--- src/gnaf_pkg.sv ---
// Package: shared widths, types and constants of the grid adhesion force block.
`default_nettype none
package gnaf_pkg;

   // Field widths
   localparam int CoordW      = 6;
   localparam int MatW        = 3;
   localparam int FillW       = 16;
   localparam int AdhW        = 16;
   localparam int ForceW      = 19;
   localparam int CountW      = 4;
   localparam int CsrIndexW   = 2;
   localparam int CsrDataW    = 64;
   localparam int CellW       = MatW + FillW;

   // Default geometry
   localparam int DefGridWidth     = 64;
   localparam int DefGridHeight    = 64;
   localparam int DefMaterialCount = 8;

   // Square root unit sizing
   localparam int SqrtInW  = 38;
   localparam int SqrtOutW = SqrtInW / 2;
   localparam int SqrtRemW = SqrtOutW + 2;
   localparam int SqrtCntW = $clog2(SqrtOutW + 1);

   // Internal arithmetic
   localparam int AccW       = 21;
   localparam int DiagWeight = 32763;
   localparam int DiagW      = 15;
   localparam int ForceMax   = 262143;
   localparam int ForceMin   = -262144;

   // Command codes
   localparam logic CmdWrite = 1'b0;
   localparam logic CmdQuery = 1'b1;

   // Register indexes
   localparam logic [CsrIndexW-1:0] RegAdhLow  = 2'd0;
   localparam logic [CsrIndexW-1:0] RegAdhHigh = 2'd1;
   localparam logic [CsrIndexW-1:0] RegMinFill = 2'd2;
   localparam logic [FillW-1:0]     MinFillReset = 16'd655;

   // Neighbor offsets, dx outer and dy inner
   typedef struct packed {
      logic signed [1:0] dx;
      logic signed [1:0] dy;
   } offset_type;

   localparam int NbCount = 8;
   localparam int NbIdxW  = 3;

   function automatic offset_type nb_offset(input logic [NbIdxW-1:0] k);
      offset_type o;
      case (k)
         3'd0: o = '{dx: -2'sd1, dy: -2'sd1};
         3'd1: o = '{dx: -2'sd1, dy:  2'sd0};
         3'd2: o = '{dx: -2'sd1, dy:  2'sd1};
         3'd3: o = '{dx:  2'sd0, dy: -2'sd1};
         3'd4: o = '{dx:  2'sd0, dy:  2'sd1};
         3'd5: o = '{dx:  2'sd1, dy: -2'sd1};
         3'd6: o = '{dx:  2'sd1, dy:  2'sd0};
         default: o = '{dx: 2'sd1, dy: 2'sd1};
      endcase
      return o;
   endfunction

   // Square root unit status
   typedef struct packed {
      logic busy;
      logic done;
   } sqrt_status_type;

endpackage
`default_nettype wire

--- src/gnaf_isqrt.sv ---
// Iterative integer square root, one result bit per cycle.
`default_nettype none
module gnaf_isqrt (
   input  wire logic                          clock,
   input  wire logic                          reset,
   input  wire logic                          start,
   input  wire logic [gnaf_pkg::SqrtInW-1:0]  radicand,
   output gnaf_pkg::sqrt_status_type          status,
   output logic [gnaf_pkg::SqrtOutW-1:0]      root
);
   import gnaf_pkg::*;

   logic [SqrtInW-1:0]  rad_ff, rad_in;
   logic [SqrtRemW-1:0] rem_ff, rem_in;
   logic [SqrtOutW-1:0] root_ff, root_in;
   logic [SqrtCntW-1:0] cnt_ff, cnt_in;
   logic                busy_ff, busy_in;
   logic                done_ff, done_in;
   logic [SqrtRemW+1:0] trial;
   logic [SqrtRemW+2:0] diff;

   // Trial subtract of the next digit pair
   always_comb begin
      trial = {rem_ff, rad_ff[SqrtInW-1 -: 2]};
      diff  = {1'b0, trial} - {3'b000, root_ff, 2'b01};
   end

   // Advance one bit per cycle
   always_comb begin
      rad_in  = rad_ff;
      rem_in  = rem_ff;
      root_in = root_ff;
      cnt_in  = cnt_ff;
      busy_in = busy_ff;
      done_in = 1'b0;
      if (start) begin
         rad_in  = radicand;
         rem_in  = '0;
         root_in = '0;
         cnt_in  = SqrtCntW'(SqrtOutW - 1);
         busy_in = 1'b1;
      end else if (busy_ff) begin
         rad_in = {rad_ff[SqrtInW-3:0], 2'b00};
         if (!diff[SqrtRemW+2]) begin
            rem_in  = diff[SqrtRemW-1:0];
            root_in = {root_ff[SqrtOutW-2:0], 1'b1};
         end else begin
            rem_in  = trial[SqrtRemW-1:0];
            root_in = {root_ff[SqrtOutW-2:0], 1'b0};
         end
         if (cnt_ff == '0) begin
            busy_in = 1'b0;
            done_in = 1'b1;
         end else begin
            cnt_in = cnt_ff - 1'b1;
         end
      end
   end

   always_ff @(posedge clock) begin
      rad_ff  <= rad_in;
      rem_ff  <= rem_in;
      root_ff <= root_in;
      cnt_ff  <= cnt_in;
      if (reset) begin
         busy_ff <= 1'b0;
         done_ff <= 1'b0;
      end else begin
         busy_ff <= busy_in;
         done_ff <= done_in;
      end
   end

   assign status = '{busy: busy_ff, done: done_ff};
   assign root   = root_ff;

endmodule
`default_nettype wire

--- config.mk ---
export PLATFORM = sky130hd
export DESIGN_NAME = gnaf_isqrt
export DESIGN_NICKNAME = d
export VERILOG_FILES = /design/src/gnaf_pkg.sv /design/src/gnaf_isqrt.sv
export SDC_FILE = /design/constraint.sdc
export NUM_CORES = 1
export LEC_CHECK = 0
export BUFFER_PORTS_ARGS = -buffer_cell sky130_fd_sc_hd__buf_2
export CORE_ASPECT_RATIO = 1.5
export CORE_MARGIN = 1.5
export CORE_UTILIZATION = 43
export CTS_CLUSTER_SIZE = 12
export DETAILED_ROUTE_END_ITERATION = 8
export SYNTH_ARGS = -nofsm -noshare
export SYNTH_HDL_FRONTEND = slang
export SYNTH_SLANG_ARGS = --single-unit
--- constraint.sdc ---
create_clock -name clock -period 6.2 [get_ports clock]
set_input_delay 0 -clock clock [delete_from_list [all_inputs] [get_ports clock]]
set_output_delay 0 -clock clock [all_outputs]
set_load 0.005 [all_outputs]
==> impl_results.md, run 1 <==
- Net Count, Synth: 491
- Clock transition at path regs: 60 ps
- Leftover overflow at the end of global routing: 0
- Start point of the critical path: root[10]$_SDFFE_PP0P_
- Yosys Warn Count: 0
- Share of the synthesized netlist area taken by xor and xnor gates: 3.92%
- TritonCTS clock tree: yes
- Final hold viol count: 0
- Compound-gate portion of the synthesized area: 12.6%
- Critical path data arrival time: 3190 ps
- Least-Margin Pin Slew: 1280 ps
- Avg Inst Size Synth: 10.4 µm²
- Width of the chip: 86.3 µm
- Post-synthesis cell area: 4470 µm²
- Sequential share of the synthesized area: 46.6%
- Routed wire per std cell: 15.1 µm
- Number of nets at the end of the flow: 582
- Critical Path Sink Type: flip-flop
- Final min period: 2970 ps
- Reported leakage power: 2.28 nW
- Count of input and output buffers: 61
- Portion of total power attributed to the clock network: 22.3%
- RSZ-0062 raised after global routing: false
- Comb pwr share: 50.9%
- Largest family of logic cells by synthesized area: multiplexers
- Worst Path Max Fanout: 15
- Number of pins exceeding their max-slew limit in the final report: 0
- Insertion delay to the later sink of the worst-skew pair: 340 ps
- Largest net degree at the start of global routing: 75
- Total clock buffers created by CTS: 9
- Required @ worst endpoint: 6410 ps
- Maximum vdd ir drop: 0.000239 V
- Most numerous cell types in the synthesized netlist: dfxtp_1, nor2_1, edfxtp_1, mux2_2
- CTS-repair resized insts: 0
- Highest achievable clock rate: 336 MHz
- Top-count cell post-synth: dfxtp_1
- Post-detail-place hpwl: 6.51 mm
- Ys flop type: dfxtp_1
- Number of sinks driven by the clock tree: 85
- Count of state elements after synthesis: 85
- Switching part of the total: 40.1%
- Proportion of register bits with asynchronous set or reset after synthesis: 0%
- MaxCap Viol Count: 0
- Simple-gate portion of the synthesized area: 10.9%
- Starting utilization of the core area: 44.1%
- Vertical extent of the die: 128 µm
- Critical path launch point type: flip-flop
- Drt pass-1 iters: 4
- Number of vias in the routed layout: 3390
- Final instance count without filler cells: 642
- Antenna diodes: 0
- Clock skew: 6.10 ps
- Root Buffer: clkbuf_16
- Final weighted congestion of routability-driven global placement: 0.870
- Top cells by area in the synthesized netlist: edfxtp_1, dfxtp_1, mux2_2, mux2i_1, ha_1
- Clk buf depth: 2
- Result of the run: completed
- Count of placed standard cells including taps: 587
- Worst Min Path Start: start
- Crit path kind: reg -> reg
- Multiplexer area fraction after synthesis: 15.6%
- Final Cycle Share: 48.0%
- Layout Utilization: 54.8%
- Area inside the core boundary: 10100 µm²
- Flop pwr share: 26.8%
- Hold crit path type: in -> reg
- Antenna Violating Nets Remaining: 0
- Layout overhead on the synthesized area: 24.3%
- Final count of negative-setup-slack endpoints: 0
- Share of Yosys cell area claimed by the top area cell type: 25.5%
- Post-synth cell types: 52
- Via count of the first global-routing pass: 3498
- Total Routing Usage GR: 18.8%
- Reg-to-Reg Start: root[10]$_SDFFE_PP0P_
- Relative max-transition margin: 14.2%
- Total I/O pin count: 62
- Setup TNS after final layout: 0 ps
- Die footprint: 11000 µm²
- EDFF count, synth: 38
- Vias per Instance: 5.28
- Detailed-route DRC error count: 0
- Number of antenna violations at the first check in global routing: 0
- Synthesized instance count: 429
- Share of synthesized cell area in full adder, half adder and majority cells: 5.88%
- Fraction of final layout cells with drive strength greater than 1: 23.2%
- Internal cell power: 1.67 mW
- Pwr Density: 501 nW/µm²
- H-tree levels: 3
- FP Rows: 45
- Starting DRT DRC Count: 139
- Cell type with the largest total area after synthesis: edfxtp_1
- Global-route wire length before repair: 16.2 mm
- Net switching power: 1.11 mW
- Final WL: 9.70 mm
## power by group through the flow
stage	Clock (mW)	Combinational [mW]	Sequential (mW)
6_report	0.619	1.42	0.746
5_1_grt	0.652	1.57	0.759
4_1_cts	0.634	1.42	0.746
3_5_place_dp	0	1.39	0.758
3_3_place_gp	0	1.36	0.755
2_1_floorplan	0	1.18	0.730
## metrics by stage
step / setup slack (ps) / hold WS (ps) / instance area (µm²) / power, mW
final: 3230 / 325 / 5560 / 2.78
after global routing: 2960 / 367 / 5560 / 2.98
after CTS: 3180 / 347 / 5560 / 2.80
after detailed placement: 3190 / 170 / 4830 / 2.15
after global placement: 3250 / 168 / 4830 / 2.12
after floorplan: 3890 / 72.4 / 4470 / 1.91
## timing repair
action / 4_1_cts / 5_1_grt
hold endpoints to repair: 40 / 0
hold buffers: 39 / 0
setup buffers: 0 / 0
## cells by family after synthesis
group                    Yosys count
adder cells (fa/ha/maj)           21
AO/OA/AOI/OAI                     86
XOR/XNOR                          20
multiplexers                      65
flip-flops                        85
AND/OR/NAND/NOR                  105
buffers and inverters             47
## routing by layer
layer | up-vias | GRT usage (%) | part of all wire, %
li1 | 1726 | - | -
met1 | 1586 | 20.1 | 41
met2 | 62 | 35.3 | 54
met3 | 16 | 4.12 | 3.0
met4 | 0 | 7.59 | 2.0
met5 | - | 0 | 0
## sequential cells by signal (all words and copies together) (netlist names)
signal,cells
cnt_ff,5
done_ff,1
rad_ff,38
rem_ff,21
root,19
busy_ff,1
## final timing paths
kind / endpoint / slack, ps / depth (start not counted)
max: rem_ff[5]$_SDFFE_PP0P_ / 3230 / 9
min: root[14]$_SDFFE_PP0P_ / 330 / 3
max reg2reg: rem_ff[5]$_SDFFE_PP0P_ / 3230 / 9
min reg2reg: cnt_ff[4]$_SDFFE_PP1P_ / 440 / 1
## area by class of cell
type                       instances  area (µm²)
tap                              117         146
clock buffer                      11         233
inverter                          25        93.8
timing repair buffer             102         711
multi-input combinational        297        2180
fill                             889        4580
sequential                        85        2080
clock inverter                     5         108
## placed cells by master, fill, tap and decap left out, types with 6 or more instances in the layout
cell type,n
edfxtp_1,38
xnor2_1,11
nand2_1,29
o21ai_0,8
mux2i_1,29
inv_1,25
a211oi_1,6
clkbuf_16,9
xor2_1,9
a32oi_1,6
o21ai_1,19
a21oi_1,21
nor2_1,40
dfxtp_1,46
mux2_2,36
dlygate4sd3_1,39
buf_2,61
ha_1,21
## critical path, cell delays in order, from the launching register on
cell and delay (ps):
dfxtp_1 370, inv_1 60, ha_1 390, nand4_1 160
a2111oi_2 340, o21ai_1 150, a21oi_2 220, o21a_1 740
mux2i_1 320, o21ai_1 80
Power figures use the tool's default switching activity.
==> run 2: changes to the inputs <==
PLACE_DENSITY = 0.65   (was unset)
clock period = 2.5 ns   (was 6.2 ns; I/O delays follow)
==> run 2 against run 1 <==
- clock power increased by 130%
- register-to-register slack got worse by 3100 ps
- count of clock-buffer cells in the layout decreased by 2
- combinational power increased to 2.9 times the previous value
- hold slack improved by 56 ps
- critical path depth unchanged
- critical path type unchanged
- critical endpoint is now rem_ff[3]$_SDFFE_PP0P_
- largest power group unchanged
- highest routed layer unchanged
==> impl_results.md, run 2 (synthesis results as in run 1) <==
- Insertion delay to the later sink of the worst-skew pair: 340 ps
- Placed cell area: 5020 µm²
- Wire length on met3: 391 µm
- Final instance count without filler cells: 665
- Starting utilization of the core area: 44.1%
- Drt pass-1 iters: 4
- Required @ worst endpoint: 2750 ps
- Smallest hold slack: 381 ps
- Most flop-heavy register: rad_ff
- Worst setup timing slack at the placement stage: 21.0 ps
- Crit path kind: reg -> reg
- Total power: 7.41 mW
- Final Cycle Share: 93.9%
- Pwr Density: 1270 nW/µm²
- Maximum vdd ir drop: 0.000853 V
- Fraction of final layout cells with drive strength greater than 1: 29.4%
- Highest achievable clock rate: 426 MHz
- Most common cell after layout, fill and taps aside: buf_2
- FP Rows: 45
- Met2 Routed Length: 5.32 mm
- Via count of the first global-routing pass: 3626
- Number of sinks driven by the clock tree: 85
- Most frequent cells in the layout: buf_2, dfxtp_1, nor2_1, dlygate4sd3_1, edfxtp_1
- Layout overhead on the synthesized area: 30.6%
- Hold crit path type: in -> reg
- Detailed-route DRC error count: 0
- TritonCTS clock tree: yes
- Total Routing Usage GR: 19.1%
- Number of antenna violations at the first check in global routing: 0
- Total clock buffers created by CTS: 9
- Number of pins exceeding their max-slew limit in the final report: 0
- Critical Path Sink Type: flip-flop
- Final WL: 10.2 mm
- Area inside the core boundary: 10100 µm²
- Reported leakage power: 2.40 nW
- Antenna diodes: 0
- Final count of negative-setup-slack endpoints: 0
- Number of vias in the routed layout: 3589
- Worst Path Max Fanout: 4
- Number of fill cells: 881
- Count of placed standard cells including taps: 609
- Total I/O pin count: 62
- Result of the run: completed
- Root Buffer: clkbuf_16
- Setup TNS after final layout: 0 ps
- Clock skew: 6.53 ps
- Top sig layer: met4
- Routed wire per std cell: 15.3 µm
- Final min period: 2350 ps
- Layout Utilization: 57.6%
- Post-route cell area: 5840 µm²
- MaxCap Viol Count: 0
- Clock transition at path regs: 60 ps
- Vertical extent of the die: 128 µm
- Detailed-routing wirelength on met1: 4.24 mm
- Vias per Instance: 5.40
- Number of flip-flops in the largest register: 38
- Final hold viol count: 0
- Global-route wire length before repair: 16.7 mm
- Post-route worst setup slack: 153 ps
- Least-Margin Pin Slew: 696 ps
- Clk buf depth: 2
- Count of input and output buffers: 61
- Final weighted congestion of routability-driven global placement: 0.888
- Die footprint: 11000 µm²
- H-tree levels: 3
- Largest net degree at the start of global routing: 47
- Leftover overflow at the end of global routing: 0
- Post-detail-place hpwl: 6.97 mm
- Starting DRT DRC Count: 156
- Critical path launch point type: flip-flop
- Antenna Violating Nets Remaining: 0
- Number of nets at the end of the flow: 605
- Relative max-transition margin: 53.5%
- Critical path data arrival time: 2600 ps
- Width of the chip: 86.3 µm
## run 2: cell types whose count changed in the layout (fill, tap and decap cells not counted), moves of 3 or more
| cell | change |
|---|---|
| a21oi_2 | +3 |
| dfxtp_2 | +3 |
| a21oi_1 | -3 |
| buf_4 | +20 |
| dfxtp_1 | -3 |
## run 2: layer usage
| metal | track usage, % | vias to the layer above |
|---|---|---|
| li1 | - | 1776 |
| met1 | 21.9 | 1716 |
| met2 | 34.7 | 79 |
| met3 | 4.38 | 18 |
| met4 | 6.17 | 0 |
| met5 | 0 | - |
## run 2: where the power goes
group / total (mW) / switching, mW / internal (mW) / leakage, nW
Combinational: 4.12 / 2.19 / 1.93 / 1.48
Clock: 1.45 / 0.566 / 0.879 / 0.154
Sequential: 1.85 / 0.167 / 1.68 / 0.768
## run 2: worst max-delay path, stage by stage, from the launching register on
cell       delay (ps)
dfxtp_1           360
inv_1              60
ha_1              370
a2111oi_4         390
inv_1             100
or2_1             250
o21a_2            240
buf_4             170
mux2i_1           110
a211oi_1          220
## run 2: area by class of cell
type	count	area, µm²	area share, %
clock inverters	7	97.6	1.67
inverters	25	93.8	1.61
well taps	117	146	2.51
flip-flops and latches	85	2090	35.7
multi-input cells	297	2280	39.0
repair buffers	125	911	15.6
clock buffers	9	225	3.86
## run 2: what timing repair did
| action | CTS | global route |
|---|---|---|
| buffers inserted | 0 | 0 |
| endpoints found under the hold margin | 44 | 0 |
| endpoints found under the setup margin | 0 | 21 |
| hold buffers | 40 | 0 |
| gates resized for setup | 0 | 20 |
## run 2: path summary, 6_finish.rpt
path | start | to | slack (ps) | cells after the start
worst max register to register | root[18]$_SDFFE_PP0P_ | rem_ff[3]$_SDFFE_PP0P_ | 150 | 9
worst min-delay path | reset | busy_ff$_SDFF_PP0_ | 380 | 3
worst min register to register | cnt_ff[4]$_SDFFE_PP1P_ | cnt_ff[4]$_SDFFE_PP1P_ | 460 | 1
worst max-delay path | root[18]$_SDFFE_PP0P_ | rem_ff[3]$_SDFFE_PP0P_ | 150 | 9
==> run 3: changes to the inputs <==
CELL_PAD_IN_SITES_DETAIL_PLACEMENT = 0   (was unset)
CELL_PAD_IN_SITES_GLOBAL_PLACEMENT = 1   (was unset)
CORE_UTILIZATION = 41   (was 43)
PLACE_DENSITY = unset   (was 0.65)
PLACE_DENSITY_LB_ADDON = 0.1   (was unset)
==> run 3 against run 2 <==
- clock skew grew 2.2 ps
- clock power down 5%
- non-clock buffer count stayed put
- core utilization is 2.7 points lower
- largest power group unchanged
==> impl_results.md, run 3 (synthesis results as in run 1) <==
- Crit path kind: reg -> reg
- Largest net degree at the start of global routing: 48
- Area inside the core boundary: 10600 µm²
- Reg-to-Reg Start: root[3]$_SDFFE_PP0P_
- Layout overhead on the synthesized area: 30.2%
- Most frequent cells in the layout: buf_2, dfxtp_1, nor2_1
- Number of fill cells: 987
- Slowest stage cell on the critical path: ha_2
- Number of pins exceeding their max-slew limit in the final report: 0
- Total clock buffers created by CTS: 9
- Post-detail-place hpwl: 7.51 mm
- Most common cell after layout, fill and taps aside: buf_2
- Global-route wire length before repair: 17.1 mm
- RSZ-0062 raised after global routing: false
- Cell family contributing the most delay on the critical path: compound AO/OA/AOI/OAI gates
- Most flop-heavy register: rad_ff
- Post-CTS Setup Bufs: 0
- Fraction of final layout cells with drive strength greater than 1: 29.0%
- Layout Utilization: 55.0%
- Setup TNS after final layout: 0 ps
- Post-route worst setup slack: 165 ps
- Clk buf depth: 2
- Total power: 7.47 mW
- Final WL: 10.7 mm
- Vertical extent of the die: 131 µm
- Final weighted congestion of routability-driven global placement: 0.890
- Detailed-route DRC error count: 0
- Clock transition at path regs: 70 ps
- Final count of negative-setup-slack endpoints: 0
- Antenna Violating Nets Remaining: 0
- Drt pass-1 iters: 4
- Number of flip-flops in the largest register: 38
- Vias per Instance: 5.14
- Antenna diodes: 0
- Via count of the first global-routing pass: 3681
- Required @ worst endpoint: 2720 ps
- Leftover overflow at the end of global routing: 0
- Maximum vdd ir drop: 0.000763 V
- Number of buffer and inverter instances along the worst setup path: 2
- Starting utilization of the core area: 42.2%
- Critical path launch point type: flip-flop
- Worst setup timing slack at the placement stage: 2.06 ps
- Width of the chip: 88.3 µm
- Number of antenna violations at the first check in global routing: 0
- Number of nets at the end of the flow: 605
- Insertion delay to the later sink of the worst-skew pair: 340 ps
- Total I/O pin count: 62
- TritonCTS clock tree: yes
- H-tree levels: 3
- Hold crit path type: in -> reg
- Result of the run: completed
- Final hold viol count: 0
- Final Cycle Share: 93.4%
- Critical Path Sink Type: flip-flop
- MaxCap Viol Count: 0
- Final min period: 2330 ps
- Root Buffer: clkbuf_16
- Clock skew: 8.71 ps
- Least-Margin Pin Slew: 527 ps
- Worst Path Max Fanout: 7
- Number of sinks driven by the clock tree: 85
- Highest achievable clock rate: 428 MHz
- Routed wire per std cell: 15.4 µm
- Peak per-stage delay on the critical path: 360 ps
- Die footprint: 11600 µm²
- FP Rows: 46
- Count of input and output buffers: 61
- CP Cell Sequence: inv_1, ha_2, nand2_1, a2111oi_2, o21ai_1, a21oi_2, o21a_2, clkbuf_16, mux2i_1, a211oi_1
- Worst Min Path Start: start
- Starting DRT DRC Count: 175
- Total Routing Usage GR: 19.5%
- Pwr Density: 1280 nW/µm²
- Relative max-transition margin: 64.8%
- Start point of the critical path: root[3]$_SDFFE_PP0P_
- Number of vias in the routed layout: 3557
- Reported leakage power: 2.39 nW
- Critical path data arrival time: 2550 ps
run 3: final timing paths:
| check | endpoint | slack, ps | depth (start not counted) |
|---|---|---|---|
| worst max-delay path | rem_ff[3]$_SDFFE_PP0P_ | 170 | 10 |
| worst min-delay path | root[15]$_SDFFE_PP0P_ | 20 | 2 |
| worst max register to register | rem_ff[3]$_SDFFE_PP0P_ | 170 | 10 |
| worst min register to register | cnt_ff[4]$_SDFFE_PP1P_ | 450 | 1 |
run 3: through the flow:
step,hold WS [ps],instances,instance area [µm²]
final,18.6,692,5820
after global routing,43.0,692,5820
after CTS,18.7,691,5750
after detailed placement,168,636,5050
after global placement,171,636,5050
after floorplan,72.4,429,4470
run 3: final cells by class:
| type | count | area [µm²] | share of cell area, % |
|---|---|---|---|
| clock buffers | 10 | 229 | 3.93 |
| flip-flops and latches | 85 | 2090 | 35.9 |
| inverters | 25 | 93.8 | 1.61 |
| well taps | 144 | 180 | 3.09 |
| repair buffers | 125 | 926 | 15.9 |
| multi-input cells | 297 | 2230 | 38.4 |
| clock inverters | 6 | 71.3 | 1.23 |
run 3: what timing repair did:
item                                    CTS  global route
gates resized for setup                   1            15
endpoints found under the setup margin    1            17
hold endpoints to repair                 40             0
pin swaps                                 0             5
cloned                                    0             1
hold buffers                             39             0
run 3: routing by layer:
metal / global-route usage [%] / wire length, µm / up-vias
li1: - / - / 1777
met5: 0 / 0 / -
met3: 2.83 / 317 / 27
met1: 20.6 / 4140 / 1670
met4: 10.8 / 360 / 0
met2: 36.5 / 5850 / 83
run 3: where the power goes:
group | leakage (nW) | internal (mW) | switching (mW)
registers | 0.768 | 1.68 | 0.159
clock network | 0.142 | 0.786 | 0.592
logic | 1.48 | 1.97 | 2.28
total | 2.39 | 4.44 | 3.03
